==> src/hdl/sae64_pkg.sv <==
`timescale 1ns / 1ps
// ----------------------------------------------------------------------------
// Small-scale AES-64 package
// Types, constant tables and round functions shared by the pipeline stages.
// Nibble i of a 64-bit word sits in bits 63-4i down to 60-4i.
// ----------------------------------------------------------------------------
package sae64_pkg;

  localparam int unsigned BLOCK_W    = 64;
  localparam int unsigned NIB_COUNT  = 16;
  localparam int unsigned NUM_ROUNDS = 10;

  // Forward S-box of the 4-bit cipher.
  localparam logic [3:0] SBOX_TABLE [0:15] = '{
    4'h6, 4'hb, 4'h5, 4'h4, 4'h2, 4'he, 4'h7, 4'ha,
    4'h9, 4'hd, 4'hf, 4'hc, 4'h3, 4'h1, 4'h0, 4'h8
  };

  // Multiplication by x and by x+1 in GF(2^4) modulo x^4+x+1.
  localparam logic [3:0] GMUL2_TABLE [0:15] = '{
    4'h0, 4'h2, 4'h4, 4'h6, 4'h8, 4'ha, 4'hc, 4'he,
    4'h3, 4'h1, 4'h7, 4'h5, 4'hb, 4'h9, 4'hf, 4'hd
  };
  localparam logic [3:0] GMUL3_TABLE [0:15] = '{
    4'h0, 4'h3, 4'h6, 4'h5, 4'hc, 4'hf, 4'ha, 4'h9,
    4'hb, 4'h8, 4'hd, 4'he, 4'h7, 4'h4, 4'h1, 4'h2
  };

  // Round constants, the powers of x.
  localparam logic [3:0] RCON_TABLE [0:10] = '{
    4'h1, 4'h2, 4'h4, 4'h8, 4'h3, 4'h6, 4'hc, 4'hb, 4'h5, 4'ha, 4'h7
  };

  // Payload that moves from stage to stage: cipher state and round key.
  typedef struct packed {
    logic [BLOCK_W-1:0] state;
    logic [BLOCK_W-1:0] rkey;
  } pipe_t;

  // Substitute every nibble through the S-box.
  function automatic logic [BLOCK_W-1:0] sub_nibbles(input logic [BLOCK_W-1:0] s);
    logic [BLOCK_W-1:0] t;
    t = '0;
    for (int i = 0; i < NIB_COUNT; i++) begin
      t[BLOCK_W-1-4*i -: 4] = SBOX_TABLE[s[BLOCK_W-1-4*i -: 4]];
    end
    return t;
  endfunction

  // Row r of each column moves left by r columns.
  function automatic logic [BLOCK_W-1:0] shift_rows(input logic [BLOCK_W-1:0] s);
    logic [BLOCK_W-1:0] t;
    t = '0;
    for (int c = 0; c < 4; c++) begin
      for (int r = 0; r < 4; r++) begin
        t[BLOCK_W-1-4*(c*4+r) -: 4] = s[BLOCK_W-1-4*((((c+r) % 4)*4)+r) -: 4];
      end
    end
    return t;
  endfunction

  // Column mixing with the circulant matrix (2 3 1 1).
  function automatic logic [BLOCK_W-1:0] mix_columns(input logic [BLOCK_W-1:0] s);
    logic [BLOCK_W-1:0] t;
    logic [3:0] a0, a1, a2, a3;
    t = '0;
    for (int c = 0; c < 4; c++) begin
      a0 = s[BLOCK_W-1-4*(c*4)   -: 4];
      a1 = s[BLOCK_W-1-4*(c*4+1) -: 4];
      a2 = s[BLOCK_W-1-4*(c*4+2) -: 4];
      a3 = s[BLOCK_W-1-4*(c*4+3) -: 4];
      t[BLOCK_W-1-4*(c*4)   -: 4] = GMUL2_TABLE[a0] ^ GMUL3_TABLE[a1] ^ a2 ^ a3;
      t[BLOCK_W-1-4*(c*4+1) -: 4] = a0 ^ GMUL2_TABLE[a1] ^ GMUL3_TABLE[a2] ^ a3;
      t[BLOCK_W-1-4*(c*4+2) -: 4] = a0 ^ a1 ^ GMUL2_TABLE[a2] ^ GMUL3_TABLE[a3];
      t[BLOCK_W-1-4*(c*4+3) -: 4] = GMUL3_TABLE[a0] ^ a1 ^ a2 ^ GMUL2_TABLE[a3];
    end
    return t;
  endfunction

  // One step of the key schedule: previous round key to the next one.
  function automatic logic [BLOCK_W-1:0] key_step(input logic [BLOCK_W-1:0] rk,
                                                  input logic [3:0] rc);
    logic [15:0] w3, g, n0, n1, n2, n3;
    w3 = rk[15:0];
    g  = {SBOX_TABLE[w3[11:8]] ^ rc, SBOX_TABLE[w3[7:4]],
          SBOX_TABLE[w3[3:0]], SBOX_TABLE[w3[15:12]]};
    n0 = rk[63:48] ^ g;
    n1 = rk[47:32] ^ n0;
    n2 = rk[31:16] ^ n1;
    n3 = rk[15:0]  ^ n2;
    return {n0, n1, n2, n3};
  endfunction

endpackage

==> src/hdl/sae64_round_stage.sv <==
`timescale 1ns / 1ps
// ----------------------------------------------------------------------------
// Round stage
// One cipher round and one key schedule step, followed by a stage register
// with its own valid bit. The stage loads whenever it is empty or its
// contents move on in the same cycle.
// ----------------------------------------------------------------------------
module sae64_round_stage #(
  parameter int unsigned RoundIdx = 1
) (
  input  logic              clk,
  input  logic              rst,
  input  logic              up_valid,
  input  sae64_pkg::pipe_t  up_data,
  output logic              up_ready,
  output logic              dn_valid,
  output sae64_pkg::pipe_t  dn_data,
  input  logic              dn_ready
);
  import sae64_pkg::*;

  localparam logic [3:0] RoundConst = RCON_TABLE[RoundIdx-1];
  localparam bit         LastRound  = (RoundIdx == NUM_ROUNDS);

  logic [BLOCK_W-1:0] rkey_next;
  logic [BLOCK_W-1:0] shifted;
  logic [BLOCK_W-1:0] mixed;
  pipe_t              data_next;
  logic               valid;
  pipe_t              data;

  // Next round key runs beside the substitution and mixing logic.
  always_comb begin
    rkey_next = key_step(up_data.rkey, RoundConst);
    shifted   = shift_rows(sub_nibbles(up_data.state));
    mixed     = LastRound ? shifted : mix_columns(shifted);
    data_next.state = mixed ^ rkey_next;
    data_next.rkey  = rkey_next;
  end

  // The stage can take a new item when empty or when its item leaves.
  assign up_ready = !valid || dn_ready;

  // Stage register with valid bit.
  always_ff @(posedge clk) begin
    if (rst) begin
      valid <= 1'b0;
    end else if (up_ready) begin
      valid <= up_valid;
    end
  end

  always_ff @(posedge clk) begin
    if (up_ready && up_valid) begin
      data <= data_next;
    end
  end

  assign dn_valid = valid;
  assign dn_data  = data;

endmodule

==> src/hdl/small_aes64_nibble_encrypt_core.sv <==
`timescale 1ns / 1ps
// A plaintext transfer passes from the key addition register through each round stage register to ciphertext_valid.
// Throughput: one block per cycle while ciphertext_stall is low; eleven register stages (key addition, ten rounds).
// Each round stage computes its round key from the one carried with the block.
// Reset (rst, synchronous) empties all stages and clears the key to zero.
// ----------------------------------------------------------------------------
// Small-scale AES-64 encrypt core
// Pipelined encryptor for a 64-bit block with 4-bit S-boxes. The key is a
// static register; the key schedule travels down the pipeline with the data.
// ----------------------------------------------------------------------------
module small_aes64_nibble_encrypt_core (
  input  logic        clk,
  input  logic        rst,
  input  logic        cipher_key_we,
  input  logic [63:0] cipher_key_wdata,
  input  logic        plaintext_valid,
  output logic        plaintext_stall,
  input  logic [63:0] plaintext,
  output logic        ciphertext_valid,
  input  logic        ciphertext_stall,
  output logic [63:0] ciphertext
);
  import sae64_pkg::*;

  logic [BLOCK_W-1:0] cipher_key;
  logic               stage_valid [0:NUM_ROUNDS];
  pipe_t              stage_data  [0:NUM_ROUNDS];
  logic               stage_take  [0:NUM_ROUNDS];

  // Key register; the user must write it only while the pipeline is empty, as the block itself has no check for this.
  always_ff @(posedge clk) begin
    if (rst) begin
      cipher_key <= '0;
    end else if (cipher_key_we) begin
      cipher_key <= cipher_key_wdata;
    end
  end

  // Input stage: initial key addition.
  assign stage_take[0]   = !stage_valid[0] || stage_take[1];
  assign plaintext_stall = !stage_take[0];

  always_ff @(posedge clk) begin
    if (rst) begin
      stage_valid[0] <= 1'b0;
    end else if (stage_take[0]) begin
      stage_valid[0] <= plaintext_valid;
    end
  end

  always_ff @(posedge clk) begin
    if (stage_take[0] && plaintext_valid) begin
      stage_data[0].state <= plaintext ^ cipher_key;
      stage_data[0].rkey  <= cipher_key;
    end
  end

  // Round stages.
  for (genvar k = 1; k <= NUM_ROUNDS; k++) begin : g_round
    logic down_ready;
    if (k == NUM_ROUNDS) begin : g_last
      assign down_ready = !ciphertext_stall;
    end else begin : g_mid
      assign down_ready = stage_take[k+1];
    end

    sae64_round_stage #(
      .RoundIdx (k)
    ) u_stage (
      .clk      (clk),
      .rst      (rst),
      .up_valid (stage_valid[k-1]),
      .up_data  (stage_data[k-1]),
      .up_ready (stage_take[k]),
      .dn_valid (stage_valid[k]),
      .dn_data  (stage_data[k]),
      .dn_ready (down_ready)
    );
  end

  // Output transfer comes straight from the last stage register.
  assign ciphertext_valid = stage_valid[NUM_ROUNDS];
  assign ciphertext       = stage_data[NUM_ROUNDS].state;

endmodule

==> config.mk <==
export PLATFORM = sky130hd
export DESIGN_NAME = small_aes64_nibble_encrypt_core
export DESIGN_NICKNAME = d
export VERILOG_FILES = /design/src/hdl/sae64_pkg.sv /design/src/hdl/sae64_round_stage.sv /design/src/hdl/small_aes64_nibble_encrypt_core.sv
export SDC_FILE = /design/constraint.sdc
export NUM_CORES = 2
export LEC_CHECK = 0
export BUFFER_PORTS_ARGS = -buffer_cell sky130_fd_sc_hd__buf_2
export CAP_MARGIN = 20
export CORE_AREA = 2 2 550 552
export DETAILED_ROUTE_END_ITERATION = 12
export DIE_AREA = 0 0 552 554
export RECOVER_POWER = 50
export SETUP_SLACK_MARGIN = 0.4
export SYNTH_ARGS = -nofsm -noshare
export SYNTH_HDL_FRONTEND = slang
export SYNTH_SLANG_ARGS = --single-unit
==> constraint.sdc <==
create_clock -name clk -period 16.3 [get_ports clk]
set_input_delay 3.26 -clock clk [delete_from_list [all_inputs] [get_ports clk]]
set_output_delay 3.26 -clock clk [all_outputs]
set_load 0.1 [all_outputs]
==> run metrics <==
status finished with violations; violated checks capacitance limit, slew limit; Post-DP HPWL 271 mm; Slowest Stage Delay on Critical Path 0.46 ns; CP Data Required Time 13.04 ns; type of origin of the critical path input pin; Post-synth EDFFs 1344; Period Utilization, post-route 52.1%; I/O pin count 199; DR iter-0 viols 4779; Nets 12.6k; starting density of the core 41.0%; GRT Util Overall 20.9%; post-synthesis area per instance 11.4 µm²; vias after detailed routing 74.1k; largest net degree at the start of global routing 84; final hold violation count 0; Clock Pin Slew Worst Setup and Hold Paths 0.07 ns; Critical Path Sink Type output port; CTS tree yes; Top FF cell, synth edfxtp_1; post-route ant nets 0; vias in the first global route 74.6k; CTS Buf Count 171; Final Max Tran Viols 130; Die ar. 0.306 mm²; routability congestion estimate 0.901; Hold WC Path Type reg2reg; Max Cap Viol 4; Rel. slew slack -137%; Initial DRT Pass Iterations 5; share of layout cells above drive strength 1 8.64%; Max Clk Rate 0.118 GHz; LEAKAGE 54.1 nW; clock network latency to the later pin of the worst-skew pair 0.87 ns; Root Driver clkbuf_16; TritonCTS sink count 1419; row cnt 201; unrepaired setup endpoints after global routing no; first-pass GRT wire length 480 mm; register area share after synthesis 34.1%; Die Y 554 µm; count of final setup violators 0; P per Cell Area 162 mW/mm²; core box area 0.299 mm²; TNS Setup 0 ns; CP Class in2out; net count after synthesis 12.6k; Worst VDD drop 133 µV; Vias/cell 4.97; post-CTS setup buffer count 0; Async SR Flop Fraction 0%; Post-Syn Instances 10.8k; CTS Hold Bufs 0; number of port buffers 198; final worst slack 7.80 ns; post-route DRC violation count 0; Clock Tree Buf Depth 4; FF+latch count, synth 1419; Die W 552 µm; dpl ws 7.71 ns; cell area after synthesis 0.123 mm²; CP cell instances clkbuf_1 -> and4_1 -> and3_1 -> nand4_1 -> inv_1 -> buf_2; Routed WL 327 mm; Area growth, synth to finish 7.64%; Netlist cell types 64; Ys Warns 0; slowest stage cell, crit path and4_1; post-cts resize count 0; Worst Tran Pin Value 3.55 ns; Critical Path Fanout Max 6; crit path DAT 5.24 ns; Setup Skew 0.0751 ns; H-tree levels 4; Min Clock Period, post-route 8.50 ns; DR WL/cell 21.9 µm; Congestion Overflow GR 0; initial antenna violation count 10
placed cells by master (no fill, tap or decap), drive strengths merged, types with 235 or more instances in the layout:
master	instances
edfxtp	1344
a21oi	282
o21ai	289
inv	1067
nand2	363
ha	1685
nor2	350
xor2	916
mux2i	568
xnor2	2239
clkbuf	235
where the power goes:
| group | switching [mW] | internal [mW] |
|---|---|---|
| Clock | 1.63 | 2.38 |
| Sequential | 0.531 | 5.08 |
| Combinational | 6.87 | 4.85 |
| Total | 9.03 | 12.3 |
state kept, by name, indices dropped and copies added, names as in the netlist:
signal                    cells
stage_data                  128
g_round.u_stage.dn_data    1216
stage_valid                   1
cipher_key                   64
g_round.u_stage.dn_valid     10
cells by family after synthesis:
group | count (synthesis) | synth area share [%]
buf+inv | 1457 | 4.76
mux | 858 | 8.92
simple gates | 1182 | 4.40
flops | 1419 | 34.1
xor+xnor | 3259 | 25.0
compound gates | 938 | 5.57
fa+ha+maj | 1685 | 17.2
worst paths after layout:
check                                                  from                                       end  slack (ns)  cells after the start
setup reg to reg  g_round[10].u_stage.dn_valid$_SDFFE_PP0P_  g_round[9].u_stage.dn_data[64]$_DFFE_PP_       11.79                      3
hold / removal     g_round[8].u_stage.dn_valid$_SDFFE_PP0P_  g_round[9].u_stage.dn_valid$_SDFFE_PP0P_        0.47                      2
hold reg to reg    g_round[8].u_stage.dn_valid$_SDFFE_PP0P_  g_round[9].u_stage.dn_valid$_SDFFE_PP0P_        0.47                      2
setup / recovery                           ciphertext_stall                           plaintext_stall        7.80                      6
synth_stat cells (7+ instances only):
library cell  count  area, µm²
and2_1          100        626
ha_1           1685      21100
o32ai_4          11        303
xnor2_2          48        781
o22ai_2           9        113
o32ai_1          11       96.3
buf_4            16        120
xor3_1           15        357
nor2b_1         109        682
xor2_1          880       7710
xor2_2           35        569
xnor3_2           8        190
nand2b_1         15       93.8
mux2i_1         568       5690
nand2_1         363       1360
nor2_1          350       1310
xnor2_1        2190      19200
o22a_1           56        490
dfxtp_1          75       1500
buf_1            11       41.3
mux2_2          111       1250
nand3b_1         23        173
a21boi_0          8       60.1
buf_6             9        101
a21o_1           13       97.6
mux4_2          176       3960
clkbuf_1        172        646
xnor3_1          80       1800
a31oi_1          29        181
edfxtp_1       1344      40400
o31ai_2           7       87.6
nor3_1          206       1030
o211ai_1         10       75.1
o32ai_2          65       1060
a21oi_1         179        896
o21ai_0         280       1400
o21ai_1           8       40.0
inv_1          1056       3960
a211oi_1         38        285
a21oi_2         103        902
buf_2           190        951
o22ai_1          86        538
per-layer routing:
layer | routed length [µm] | track usage (%)
met1 | 131000 | 24.3
met2 | 166000 | 38.2
met3 | 11400 | 2.24
met4 | 18100 | 9.85
met5 | 8 | 0
stage by stage:
stage | power (mW) | hold slack, ns | cells | instance area (µm²) | utilization, %
2_1_floorplan | 13.7 | 0.430 | 10798 | 123000 | -
3_3_place_gp | 17.4 | 0.465 | 14594 | 127000 | 42.5
3_5_place_dp | 17.6 | 0.466 | 14596 | 127000 | 42.5
4_1_cts | 21.7 | 0.476 | 14905 | 133000 | 44.4
5_1_grt | 22.4 | 0.499 | 14909 | 132000 | 44.1
6_report | 21.3 | 0.465 | 14910 | 132000 | 44.1
critical path: cells and delay by family:
kind / cells / cell delay [ns]
buf+inv: 3 / 0.78
simple gates: 3 / 1.19
layout make-up:
| cell class | count | area [µm²] |
|---|---|---|
| fillers | 27666 | 167000 |
| diodes | 3 | 7.51 |
| well taps | 3958 | 4950 |
| clock inverters | 113 | 1360 |
| clock buffers | 196 | 4450 |
| flip-flops and latches | 1419 | 41900 |
| repair buffers | 243 | 1240 |
| inverters | 1056 | 3960 |
| multi-input cells | 7922 | 74100 |
No activity file was read; power rests on OpenSTA's default activity.
